===== config.mk =====
export PLATFORM = sky130hd
export DESIGN_NAME = magnetometer_iron_correction_flat
export DESIGN_NICKNAME = d
export VERILOG_FILES = /design/src/hdl/mic_pkg.sv /design/src/hdl/mic_in_if.sv /design/src/hdl/mic_out_if.sv /design/src/hdl/mic_dot_serial.sv /design/src/hdl/magnetometer_iron_correction.sv /design/src/flat_wrapper.sv
export SDC_FILE = /design/constraint.sdc
export NUM_CORES = 2
export LEC_CHECK = 0
export BUFFER_PORTS_ARGS = -buffer_cell sky130_fd_sc_hd__buf_2
export CORE_MARGIN = 3
export CORE_UTILIZATION = 60
export CTS_CLUSTER_DIAMETER = 100
export DETAILED_ROUTE_END_ITERATION = 10
export PLACE_DENSITY_LB_ADDON = 0.25
export RECOVER_POWER = 25
export SLEW_MARGIN = 20
export SYNTH_ARGS = -nofsm -noshare
export SYNTH_HDL_FRONTEND = slang
export SYNTH_SLANG_ARGS = --single-unit

===== constraint.sdc =====
create_clock -name i_clk -period 19 [get_ports i_clk]
set_input_delay 3.8 -clock i_clk [delete_from_list [all_inputs] [get_ports i_clk]]
set_output_delay 3.8 -clock i_clk [all_outputs]
set_load 0.05 [all_outputs]

===== src/hdl/mic_pkg.sv =====
// ----------------------------------------------------------------------------
// mic_pkg
// Shared widths, constants and register codes of the magnetometer iron
// correction block.
// ----------------------------------------------------------------------------
package mic_pkg;

    localparam int BYTE_W    = 8;
    localparam int AXIS_W    = 16;
    localparam int CORR_W    = 27;
    localparam int COEF_W    = 18;
    localparam int OFFS_W    = 16;
    localparam int CFG_W     = 48;
    localparam int CFG_IDX_W = 3;

    // Scaled value width (Q.8) and offset-free value width
    localparam int S_W      = 24;
    localparam int T_W      = 25;
    localparam int SCALE_SH = 8;
    localparam int COEF_SH  = 16;

    // Bits of the multiplier consumed per cycle
    localparam int DIGIT_W = 2;

    // Q0.16 gain from raw counts to Q.8 units
    localparam logic [AXIS_W-1:0] SCALE_Q16 = 16'd9830;

    localparam logic [CFG_W-1:0] HARD_IRON_RST = 48'd1825340653905;
    localparam logic signed [COEF_W-1:0] COEF_XX_RST = 18'sd64249;
    localparam logic signed [COEF_W-1:0] COEF_XY_RST = -18'sd691;
    localparam logic signed [COEF_W-1:0] COEF_XZ_RST = 18'sd495;
    localparam logic signed [COEF_W-1:0] COEF_YY_RST = 18'sd62302;
    localparam logic signed [COEF_W-1:0] COEF_YZ_RST = -18'sd2327;
    localparam logic signed [COEF_W-1:0] COEF_ZZ_RST = 18'sd70418;

    typedef enum logic [CFG_IDX_W-1:0] {
        REG_HARD_IRON,
        REG_COEF_XX,
        REG_COEF_XY,
        REG_COEF_XZ,
        REG_COEF_YY,
        REG_COEF_YZ,
        REG_COEF_ZZ
    } t_reg_idx;

endpackage


===== src/hdl/mic_in_if.sv =====
// ----------------------------------------------------------------------------
// mic_in_if
// Input channel: one raw magnetometer read with its bus error flag.
// ----------------------------------------------------------------------------
interface mic_in_if
    import mic_pkg::*;
();
    logic              valid;
    logic              ready;
    logic [BYTE_W-1:0] x_low_byte;
    logic [BYTE_W-1:0] x_high_byte;
    logic [BYTE_W-1:0] y_low_byte;
    logic [BYTE_W-1:0] y_high_byte;
    logic [BYTE_W-1:0] z_low_byte;
    logic [BYTE_W-1:0] z_high_byte;
    logic              read_error;

    modport source (
        output valid, x_low_byte, x_high_byte, y_low_byte, y_high_byte,
               z_low_byte, z_high_byte, read_error,
        input  ready
    );

    modport sink (
        input  valid, x_low_byte, x_high_byte, y_low_byte, y_high_byte,
               z_low_byte, z_high_byte, read_error,
        output ready
    );
endinterface


===== src/hdl/mic_out_if.sv =====
// ----------------------------------------------------------------------------
// mic_out_if
// Output channel: smoothed counts and calibrated field of one read.
// ----------------------------------------------------------------------------
interface mic_out_if
    import mic_pkg::*;
();
    logic                     valid;
    logic                     ready;
    logic                     sample_valid;
    logic signed [AXIS_W-1:0] smoothed_x;
    logic signed [AXIS_W-1:0] smoothed_y;
    logic signed [AXIS_W-1:0] smoothed_z;
    logic signed [CORR_W-1:0] corrected_x;
    logic signed [CORR_W-1:0] corrected_y;
    logic signed [CORR_W-1:0] corrected_z;

    modport source (
        output valid, sample_valid, smoothed_x, smoothed_y, smoothed_z,
               corrected_x, corrected_y, corrected_z,
        input  ready
    );

    modport sink (
        input  valid, sample_valid, smoothed_x, smoothed_y, smoothed_z,
               corrected_x, corrected_y, corrected_z,
        output ready
    );
endinterface


===== src/hdl/mic_dot_serial.sv =====
// ----------------------------------------------------------------------------
// mic_dot_serial
// Digit-serial dot product: multiplier digits enter LSB first, one digit
// per cycle, into a right-shifting accumulator.
// ----------------------------------------------------------------------------
module mic_dot_serial
    import mic_pkg::*;
#(
    parameter int TERMS = 3,
    parameter int MW    = COEF_W,
    parameter int BW    = 26,
    parameter int DW    = DIGIT_W,
    localparam int AW   = MW + DW + $clog2(TERMS) + 2,
    localparam int PW   = AW + BW
) (
    input  logic                 i_clk,
    input  logic                 i_rst_n,
    input  logic                 i_start,
    input  logic signed [MW-1:0] i_mcand  [TERMS],
    input  logic signed [BW-1:0] i_mplier [TERMS],
    output logic                 o_done,
    output logic signed [PW-1:0] o_prod
);

    localparam int ND = BW / DW;
    localparam int CW = (ND > 1) ? $clog2(ND) : 1;

    logic                 r_busy;
    logic                 r_done;
    logic [CW-1:0]        r_cnt;
    logic [BW-1:0]        r_mp [TERMS];
    logic signed [AW-1:0] r_acc;
    logic [BW-1:0]        r_lo;

    logic                   w_last;
    logic signed [DW:0]     w_dig [TERMS];
    logic signed [MW+DW:0]  w_pp  [TERMS];
    logic signed [AW-1:0]   w_sum;
    logic signed [AW-1:0]   n_acc;
    logic [BW-1:0]          n_lo;

    always_comb begin
        w_last = (r_cnt == CW'(ND - 1));
        w_sum  = r_acc;
        for (int t = 0; t < TERMS; t++) begin
            // top digit carries the sign weight
            if (w_last) begin
                w_dig[t] = signed'({r_mp[t][DW-1], r_mp[t][DW-1:0]});
            end else begin
                w_dig[t] = signed'({1'b0, r_mp[t][DW-1:0]});
            end
            w_pp[t] = i_mcand[t] * w_dig[t];
            w_sum   = w_sum + AW'(w_pp[t]);
        end
        n_acc = w_sum >>> DW;
        n_lo  = {w_sum[DW-1:0], r_lo[BW-1:DW]};
    end

    always_ff @(posedge i_clk) begin
        if (!i_rst_n) begin
            r_busy <= 1'b0;
            r_done <= 1'b0;
            r_cnt  <= '0;
        end else begin
            r_done <= 1'b0;
            if (i_start) begin
                r_busy <= 1'b1;
                r_cnt  <= '0;
            end else if (r_busy) begin
                r_cnt <= r_cnt + 1'b1;
                if (w_last) begin
                    r_busy <= 1'b0;
                    r_done <= 1'b1;
                end
            end
        end
    end

    always_ff @(posedge i_clk) begin
        if (i_start) begin
            r_acc <= '0;
            r_lo  <= '0;
            for (int t = 0; t < TERMS; t++) begin
                r_mp[t] <= i_mplier[t];
            end
        end else if (r_busy) begin
            r_acc <= n_acc;
            r_lo  <= n_lo;
            for (int t = 0; t < TERMS; t++) begin
                r_mp[t] <= r_mp[t] >> DW;
            end
        end
    end

    assign o_done = r_done;
    assign o_prod = signed'({r_acc, r_lo});

endmodule


===== src/hdl/magnetometer_iron_correction.sv =====
// ----------------------------------------------------------------------------
// magnetometer_iron_correction
// Smooths a raw magnetometer read and applies hard- and soft-iron correction.
// ----------------------------------------------------------------------------
// Each good word passes through the scaling phase, the soft-iron matrix phase and the
//   write phase into the output register; a read-error word goes straight to the write phase.
// A new word is accepted only in the idle state, once the previous result is in the output register.
// A new word is taken while the previous result still waits at the output.
// Reset (synchronous, active low): averages cleared, calibration registers
//   loaded with their defaults, output emptied.
// ----------------------------------------------------------------------------
module magnetometer_iron_correction
    import mic_pkg::*;
#(
    parameter int P_DIGIT_W = DIGIT_W
) (
    input  logic                 i_clk,
    input  logic                 i_rst_n,
    mic_in_if.sink               i_sample,
    mic_out_if.source            o_result,
    input  logic                 i_cfg_we,
    input  logic [CFG_IDX_W-1:0] i_cfg_index,
    input  logic [CFG_W-1:0]     i_cfg_data
);

    // Multiplier widths rounded up to whole digits
    localparam int BW1   = ((AXIS_W + P_DIGIT_W - 1) / P_DIGIT_W) * P_DIGIT_W;
    localparam int BW2   = ((T_W + P_DIGIT_W - 1) / P_DIGIT_W) * P_DIGIT_W;
    localparam int MC1_W = AXIS_W + 1;
    localparam int P1_W  = MC1_W + P_DIGIT_W + 2 + BW1;
    localparam int P2_W  = COEF_W + P_DIGIT_W + $clog2(3) + 2 + BW2;
    localparam int SUM_W = AXIS_W + 1;

    typedef enum logic [1:0] {
        S_IDLE,
        S_SCALE,
        S_MATRIX,
        S_WRITE
    } t_state;

    t_state r_state;
    logic   r_err;
    logic   r_out_valid;
    logic   r_sv;
    logic signed [AXIS_W-1:0] r_sm   [3];
    logic signed [CORR_W-1:0] r_cr   [3];
    logic signed [AXIS_W-1:0] r_prev [3];

    // Calibration registers
    logic [CFG_W-1:0]         r_offs;
    logic signed [COEF_W-1:0] r_cxx, r_cxy, r_cxz, r_cyy, r_cyz, r_czz;

    logic w_in_acc;
    logic w_start1;
    logic signed [AXIS_W-1:0] w_raw  [3];
    logic signed [AXIS_W-1:0] w_yraw, w_zraw;
    logic signed [SUM_W-1:0]  w_sum  [3];
    logic signed [SUM_W-1:0]  w_adj  [3];
    logic signed [AXIS_W-1:0] n_prev [3];
    logic signed [MC1_W-1:0]  w_scale_mc [1];
    logic signed [BW1-1:0]    w_mp1  [3][1];
    logic signed [P1_W-1:0]   w_p1   [3];
    logic                     w_done1 [3];
    logic signed [S_W-1:0]    w_s    [3];
    logic signed [OFFS_W-1:0] w_off  [3];
    logic signed [T_W-1:0]    w_tv   [3];
    logic signed [BW2-1:0]    w_t    [3];
    logic signed [COEF_W-1:0] w_coef [3][3];
    logic signed [P2_W-1:0]   w_p2   [3];
    logic                     w_done2 [3];

    assign w_in_acc = i_sample.valid && i_sample.ready;
    assign w_start1 = w_in_acc && !i_sample.read_error;

    // Assemble the little-endian counts; Y and Z are flipped, -32768 wraps
    assign w_raw[0] = signed'({i_sample.x_high_byte, i_sample.x_low_byte});
    assign w_yraw   = signed'({i_sample.y_high_byte, i_sample.y_low_byte});
    assign w_zraw   = signed'({i_sample.z_high_byte, i_sample.z_low_byte});
    assign w_raw[1] = AXIS_W'(~w_yraw + AXIS_W'(1));
    assign w_raw[2] = AXIS_W'(~w_zraw + AXIS_W'(1));

    assign w_scale_mc[0] = signed'({1'b0, SCALE_Q16});

    assign w_coef[0][0] = r_cxx;
    assign w_coef[0][1] = r_cxy;
    assign w_coef[0][2] = r_cxz;
    assign w_coef[1][0] = r_cxy;
    assign w_coef[1][1] = r_cyy;
    assign w_coef[1][2] = r_cyz;
    assign w_coef[2][0] = r_cxz;
    assign w_coef[2][1] = r_cyz;
    assign w_coef[2][2] = r_czz;

    for (genvar a = 0; a < 3; a++) begin : g_axis
        // Average with the kept value, truncating toward zero:
        // bias negative sums by one before the halving shift
        assign w_sum[a]  = SUM_W'(r_prev[a]) + SUM_W'(w_raw[a]);
        assign w_adj[a]  = w_sum[a] + SUM_W'({1'b0, w_sum[a][SUM_W-1]});
        assign n_prev[a] = w_adj[a][AXIS_W:1];
        assign w_mp1[a][0] = BW1'(n_prev[a]);

        // Scale to Q.8: floor of the product over 2^8
        mic_dot_serial #(
            .TERMS (1),
            .MW    (MC1_W),
            .BW    (BW1),
            .DW    (P_DIGIT_W)
        ) u_scale (
            .i_clk    (i_clk),
            .i_rst_n  (i_rst_n),
            .i_start  (w_start1),
            .i_mcand  (w_scale_mc),
            .i_mplier (w_mp1[a]),
            .o_done   (w_done1[a]),
            .o_prod   (w_p1[a])
        );

        // Remove the hard-iron offset
        assign w_s[a]   = w_p1[a][SCALE_SH +: S_W];
        assign w_off[a] = signed'(r_offs[a*OFFS_W +: OFFS_W]);
        assign w_tv[a]  = T_W'(w_s[a]) - T_W'(w_off[a]);
        assign w_t[a]   = BW2'(w_tv[a]);

        // One soft-iron matrix row per lane, floor over 2^16
        mic_dot_serial #(
            .TERMS (3),
            .MW    (COEF_W),
            .BW    (BW2),
            .DW    (P_DIGIT_W)
        ) u_row (
            .i_clk    (i_clk),
            .i_rst_n  (i_rst_n),
            .i_start  (w_done1[0]),
            .i_mcand  (w_coef[a]),
            .i_mplier (w_t),
            .o_done   (w_done2[a]),
            .o_prod   (w_p2[a])
        );
    end

    // Kept averages and calibration registers
    always_ff @(posedge i_clk) begin
        if (!i_rst_n) begin
            for (int a = 0; a < 3; a++) begin
                r_prev[a] <= '0;
            end
            r_offs <= HARD_IRON_RST;
            r_cxx  <= COEF_XX_RST;
            r_cxy  <= COEF_XY_RST;
            r_cxz  <= COEF_XZ_RST;
            r_cyy  <= COEF_YY_RST;
            r_cyz  <= COEF_YZ_RST;
            r_czz  <= COEF_ZZ_RST;
        end else begin
            // advance the averages only on a good read
            if (w_start1) begin
                for (int a = 0; a < 3; a++) begin
                    r_prev[a] <= n_prev[a];
                end
            end
            if (i_cfg_we) begin
                case (t_reg_idx'(i_cfg_index))
                    REG_HARD_IRON: r_offs <= i_cfg_data;
                    REG_COEF_XX:   r_cxx  <= signed'(i_cfg_data[COEF_W-1:0]);
                    REG_COEF_XY:   r_cxy  <= signed'(i_cfg_data[COEF_W-1:0]);
                    REG_COEF_XZ:   r_cxz  <= signed'(i_cfg_data[COEF_W-1:0]);
                    REG_COEF_YY:   r_cyy  <= signed'(i_cfg_data[COEF_W-1:0]);
                    REG_COEF_YZ:   r_cyz  <= signed'(i_cfg_data[COEF_W-1:0]);
                    REG_COEF_ZZ:   r_czz  <= signed'(i_cfg_data[COEF_W-1:0]);
                    default: ;
                endcase
            end
        end
    end

    // Sequencer and output register
    always_ff @(posedge i_clk) begin
        if (!i_rst_n) begin
            r_state     <= S_IDLE;
            r_err       <= 1'b0;
            r_out_valid <= 1'b0;
        end else begin
            // drop the output word once taken, unless the write phase refills it
            if (r_out_valid && o_result.ready && r_state != S_WRITE) begin
                r_out_valid <= 1'b0;
            end
            case (r_state)
                S_IDLE: begin
                    if (w_in_acc) begin
                        r_err   <= i_sample.read_error;
                        r_state <= i_sample.read_error ? S_WRITE : S_SCALE;
                    end
                end
                S_SCALE: begin
                    if (w_done1[0]) begin
                        r_state <= S_MATRIX;
                    end
                end
                S_MATRIX: begin
                    if (w_done2[0]) begin
                        r_state <= S_WRITE;
                    end
                end
                S_WRITE: begin
                    // hold the result until the output register is free
                    if (!r_out_valid || o_result.ready) begin
                        r_out_valid <= 1'b1;
                        r_sv        <= !r_err;
                        for (int a = 0; a < 3; a++) begin
                            if (r_err) begin
                                r_sm[a] <= '0;
                                r_cr[a] <= '0;
                            end else begin
                                r_sm[a] <= r_prev[a];
                                r_cr[a] <= w_p2[a][COEF_SH +: CORR_W];
                            end
                        end
                        r_state <= S_IDLE;
                    end
                end
                default: r_state <= S_IDLE;
            endcase
        end
    end

    assign i_sample.ready        = (r_state == S_IDLE);
    assign o_result.valid        = r_out_valid;
    assign o_result.sample_valid = r_sv;
    assign o_result.smoothed_x   = r_sm[0];
    assign o_result.smoothed_y   = r_sm[1];
    assign o_result.smoothed_z   = r_sm[2];
    assign o_result.corrected_x  = r_cr[0];
    assign o_result.corrected_y  = r_cr[1];
    assign o_result.corrected_z  = r_cr[2];

    a_scale_lanes_aligned: assert property (@(posedge i_clk) disable iff (!i_rst_n)
        w_done1[0] |-> (w_done1[1] && w_done1[2]))
        else $error("scale lanes finished out of step");

    a_matrix_done_in_state: assert property (@(posedge i_clk) disable iff (!i_rst_n)
        w_done2[0] |-> (w_done2[1] && w_done2[2] && r_state == S_MATRIX))
        else $error("matrix lanes finished out of step or outside the matrix phase");

    a_prev_only_on_good_read: assert property (@(posedge i_clk) disable iff (!i_rst_n)
        !w_start1 |=> ($stable(r_prev[0]) && $stable(r_prev[1]) && $stable(r_prev[2])))
        else $error("kept average changed without a good read");

    a_out_load_from_write: assert property (@(posedge i_clk) disable iff (!i_rst_n)
        $rose(r_out_valid) |-> ($past(r_state) == S_WRITE))
        else $error("output word loaded outside the write phase");

endmodule

===== src/flat_wrapper.sv =====
// flat-port wrapper written by rule: the top's interface ports become plain ports
module magnetometer_iron_correction_flat import mic_pkg::*;
#(
    parameter int P_DIGIT_W = DIGIT_W
)
  (i_clk, i_rst_n, i_cfg_we, i_cfg_index, i_cfg_data, i_sample_valid, i_sample_x_low_byte, i_sample_x_high_byte, i_sample_y_low_byte, i_sample_y_high_byte, i_sample_z_low_byte, i_sample_z_high_byte, i_sample_read_error, i_sample_ready, o_result_valid, o_result_sample_valid, o_result_smoothed_x, o_result_smoothed_y, o_result_smoothed_z, o_result_corrected_x, o_result_corrected_y, o_result_corrected_z, o_result_ready);
  mic_in_if i_sample_i ();
  mic_out_if o_result_i ();
  input  logic i_clk;
  input  logic i_rst_n;
  input  logic i_cfg_we;
  input  logic [CFG_IDX_W-1:0] i_cfg_index;
  input  logic [CFG_W-1:0] i_cfg_data;
  input wire logic [$bits(i_sample_i.valid)-1:0] i_sample_valid;
  input wire logic [$bits(i_sample_i.x_low_byte)-1:0] i_sample_x_low_byte;
  input wire logic [$bits(i_sample_i.x_high_byte)-1:0] i_sample_x_high_byte;
  input wire logic [$bits(i_sample_i.y_low_byte)-1:0] i_sample_y_low_byte;
  input wire logic [$bits(i_sample_i.y_high_byte)-1:0] i_sample_y_high_byte;
  input wire logic [$bits(i_sample_i.z_low_byte)-1:0] i_sample_z_low_byte;
  input wire logic [$bits(i_sample_i.z_high_byte)-1:0] i_sample_z_high_byte;
  input wire logic [$bits(i_sample_i.read_error)-1:0] i_sample_read_error;
  output wire logic [$bits(i_sample_i.ready)-1:0] i_sample_ready;
  output wire logic [$bits(o_result_i.valid)-1:0] o_result_valid;
  output wire logic [$bits(o_result_i.sample_valid)-1:0] o_result_sample_valid;
  output wire logic [$bits(o_result_i.smoothed_x)-1:0] o_result_smoothed_x;
  output wire logic [$bits(o_result_i.smoothed_y)-1:0] o_result_smoothed_y;
  output wire logic [$bits(o_result_i.smoothed_z)-1:0] o_result_smoothed_z;
  output wire logic [$bits(o_result_i.corrected_x)-1:0] o_result_corrected_x;
  output wire logic [$bits(o_result_i.corrected_y)-1:0] o_result_corrected_y;
  output wire logic [$bits(o_result_i.corrected_z)-1:0] o_result_corrected_z;
  input wire logic [$bits(o_result_i.ready)-1:0] o_result_ready;
  assign i_sample_i.valid = i_sample_valid;
  assign i_sample_i.x_low_byte = i_sample_x_low_byte;
  assign i_sample_i.x_high_byte = i_sample_x_high_byte;
  assign i_sample_i.y_low_byte = i_sample_y_low_byte;
  assign i_sample_i.y_high_byte = i_sample_y_high_byte;
  assign i_sample_i.z_low_byte = i_sample_z_low_byte;
  assign i_sample_i.z_high_byte = i_sample_z_high_byte;
  assign i_sample_i.read_error = i_sample_read_error;
  assign i_sample_ready = i_sample_i.ready;
  assign o_result_valid = o_result_i.valid;
  assign o_result_sample_valid = o_result_i.sample_valid;
  assign o_result_smoothed_x = o_result_i.smoothed_x;
  assign o_result_smoothed_y = o_result_i.smoothed_y;
  assign o_result_smoothed_z = o_result_i.smoothed_z;
  assign o_result_corrected_x = o_result_i.corrected_x;
  assign o_result_corrected_y = o_result_i.corrected_y;
  assign o_result_corrected_z = o_result_i.corrected_z;
  assign o_result_i.ready = o_result_ready;
  magnetometer_iron_correction #(.P_DIGIT_W(P_DIGIT_W)) u_core (.i_clk(i_clk), .i_rst_n(i_rst_n), .i_sample(i_sample_i), .o_result(o_result_i), .i_cfg_we(i_cfg_we), .i_cfg_index(i_cfg_index), .i_cfg_data(i_cfg_data));
endmodule

==> out/summary.txt <==
Yosys warns = 0
CP Class = in2reg
M1 WL = 57330 µm
Clock Path Buffers = 3
TritonRoute pass-1 iters = 5
Initial core utilization = 61.11%
PD cells = 119.7 nW/µm²
Layout cells sized above 1 = 8.078%
Post-Synthesis Cells = 6176
Post-synth ARST share = 0%
Final instance area = 63820 µm²
Number of global-route vias before repair = 44411
CP arrival = 8.47 ns
WL met2 = 69600 µm
Htree depth = 3
RSZ-0062 raised after global routing = no
Placed instance area = 60840 µm²
Sink count of the clock tree = 811
Crit path time final = 8.059 ns
Syn avg cell area = 9.485 µm²
Failing checks = capacitance limit, slew limit
Crit Reg-Reg Startpoint = u_core.g_axis[0].u_scale.o_done
Reg-to-reg endpoint = u_core.g_axis[0].u_row.r_mp[0][70]
Worst-margin pin slew = 4.359 ns
Antenna violations before repair = 9
Seq cells post-synth = 811
Max Clk Rate = 124.1 MHz
Routed wire length = 140400 µm
DR WL/cell = 18.33 µm
Unique masters post-synth = 89
Crit Path Max Fanout = 7
Post-DP HPWL = 104600 µm
Fill count = 7544
Commonest non-fill, non-tap cells in the layout = nand2_1, inv_1, nor2_1
Die area = 101400 µm²
Setup_tns = 0 ns
CP endpoint = u_core.g_axis[1].u_scale.r_mp[0][9]
Largest net degree at the start of global routing = 91
Worst reg-to-reg path cell count = 4
CTS tree = built
Cts repair resizes = 0
Die H = 318.5 µm
Hold Path Class = reg2reg
Final Cycle Share = 42.42%
Clock Skews = 0.02785 ns
DRT iter0 DRCs = 2912
Worst rel slew slack = -190.6%
Dpl ws = 10.25 ns
Final hold viol count = 0
Post-Syn Area = 58580 µm²
R2R setup slack = 11.20 ns
Slew Viols, Final = 712
Status = complete, but fails checks
Skew-Pair Late Insertion Delay = 0.67 ns
Vias = 43737
Setup Buffers After CTS = 0
Worst VDD drop = 107.6 µV
Overflow after GRT = 0
Post-synth EDFFs = 451
# DRC = 0
Gp weighted congestion = 0.9332
IO Pins = 237
Hold WS = 0.4668 ns
Core area = 95860 µm²
Leak pwr = 28.78 nW
CP startpoint = i_sample_y_low_byte[3]
Crit path required time = 19.41 ns
GRT Resource Usage Total = 27.74%
First-pass GRT wire length = 228900 µm
Max layer used = met5
Vias per cell = 5.712
Commonest non-fill, non-tap cell in the layout = nand2_1
Fin worst setup slack = 10.94 ns
Standard-cell rows = 113
Setup crit end kind = flip-flop
Final setup viols = 0
Post-CTS Hold Buffers = 0
Syn_nets = 7141
Antenna Nets Post-Route = 0
Area growth syn-to-layout = 8.946%
CTS buffer count = 88
Startpoint Class = primary input
Main flop type after synthesis = edfxtp_1
Register area share after synthesis = 35.42%
Chip Width = 318.5 µm
Final nets = 7279
Routed met3 length = 7579 µm
Max cap viols = 12
Port Buffers = 236
Clock root cell = clkbuf_16
Worst-path clk slew = 0.07 ns
==> cell usage after synthesis, types with 34 or more instances <==
| cell | number | area [µm²] |
|---|---|---|
| and3_1 | 154 | 963.4 |
| o21a_1 | 34 | 255.2 |
| edfxtp_1 | 451 | 13540 |
| inv_1 | 658 | 2470 |
| xor2_1 | 123 | 1077 |
| a21oi_1 | 218 | 1091 |
| nand2_1 | 1044 | 3919 |
| xnor2_1 | 178 | 1559 |
| and2_1 | 203 | 1270 |
| o21ai_1 | 95 | 475.5 |
| dfxtp_1 | 360 | 7207 |
| o21ai_0 | 115 | 575.6 |
| nor2b_1 | 42 | 262.8 |
| a21boi_0 | 80 | 600.6 |
| nor3_1 | 38 | 190.2 |
| clkbuf_1 | 206 | 773.2 |
| or2_2 | 83 | 519.3 |
| a21o_1 | 94 | 705.7 |
| fa_1 | 483 | 9669 |
| nand2b_1 | 51 | 319.1 |
| mux2i_1 | 124 | 1241 |
| nor2_1 | 486 | 1824 |
| ha_1 | 377 | 4717 |
| nand3_1 | 121 | 605.6 |
==> cells by family after synthesis <==
kind of cell    count (synthesis)  share of synthesized area, %
fa+ha+maj                     863                         24.61
compound gates                834                         9.072
simple gates                 2340                         18.30
flops                         811                         35.42
buf+inv                       891                         5.735
mux                           135                         2.330
xor+xnor                      302                         4.528
==> sequential cells by signal, summed over array words and instances, names as in the netlist, 24 cells and up <==
signal                       flops
u_core.r_offs                   48
u_core.g_axis.u_row.r_lo        30
u_core.g_axis.u_scale.r_mp      48
u_core.r_prev                   48
u_core.g_axis.u_row.r_mp       225
u_core.g_axis.u_scale.r_lo      24
u_core.g_axis.u_row.r_acc       66
u_core.g_axis.u_scale.r_acc     51
u_core.r_cr                     81
u_core.r_sm                     48
==> power by group <==
part / internal (W) / switching, W / leakage [nW]
combinational: 0.00145 / 0.00200 / 20.2
clock: 0.00105 / 0.000753 / 1.46
sequential: 0.00221 / 0.000178 / 7.08
==> worst max-delay path: stages <==
cell and delay, ns:
buf_2 0.11, nor3_1 0.27, nand2b_1 0.15, nor4_1 0.30, nand2_1 0.13, or2_2 0.34, nor4_1 0.26, xnor2_1 0.17
ha_1 0.32, a21o_1 0.19, a2111oi_0 0.65, nand3_1 0.14, o21ai_1 0.30, and2_1 0.18, ha_1 0.26, nand4_1 0.15
or3_1 0.38, o211ai_1 0.11, xnor2_1 0.17, o21ai_1 0.08
==> worst min-delay path by stage <==
stage | start | to | slack [ns] | depth (start not counted)
floorplan | u_core.g_axis[0].u_row.r_acc[19] | u_core.g_axis[0].u_row.r_acc[19] | 0.43 | 2
global placement | u_core.g_axis[0].u_row.r_acc[20] | u_core.g_axis[0].u_row.r_acc[20] | 0.45 | 2
detailed placement | u_core.g_axis[2].u_row.r_acc[20] | u_core.g_axis[2].u_row.r_acc[20] | 0.46 | 2
CTS | u_core.g_axis[2].u_row.r_acc[20] | u_core.g_axis[2].u_row.r_acc[20] | 0.47 | 2
global route | u_core.g_axis[2].u_row.r_acc[20] | u_core.g_axis[2].u_row.r_acc[20] | 0.48 | 2
finish | u_core.g_axis[0].u_row.r_acc[20] | u_core.g_axis[0].u_row.r_acc[20] | 0.47 | 2
==> stage by stage <==
stage / util [%] / cells / power [W]
3_5_place_dp: 63.47 / 7488 / 0.005839
4_1_cts: 66.62 / 7652 / 0.007661
3_3_place_gp: 63.47 / 7488 / 0.005714
2_1_floorplan: - / 6176 / 0.005107
5_1_grt: 66.57 / 7656 / 0.008231
6_report: 66.57 / 7657 / 0.007638
==> routing by layer <==
layer	track usage [%]	vias up
met4	10.94	12
met3	3.661	314
li1	-	20654
met1	34.99	21472
met2	48.45	1285
met5	0	-
==> cell type report <==
type / count / area (µm²) / area share, %
inverters: 659 / 2476 / 3.880
multi-input cells: 4474 / 34500 / 54.06
repair buffers: 280 / 1478 / 2.315
clock buffers: 123 / 2541 / 3.982
diodes: 4 / 10.01 / 0.01568
clock inverters: 41 / 480.5 / 0.7529
well taps: 1265 / 1583 / 2.480
flip-flops and latches: 811 / 20750 / 32.52
Power figures use the tool's default switching activity.
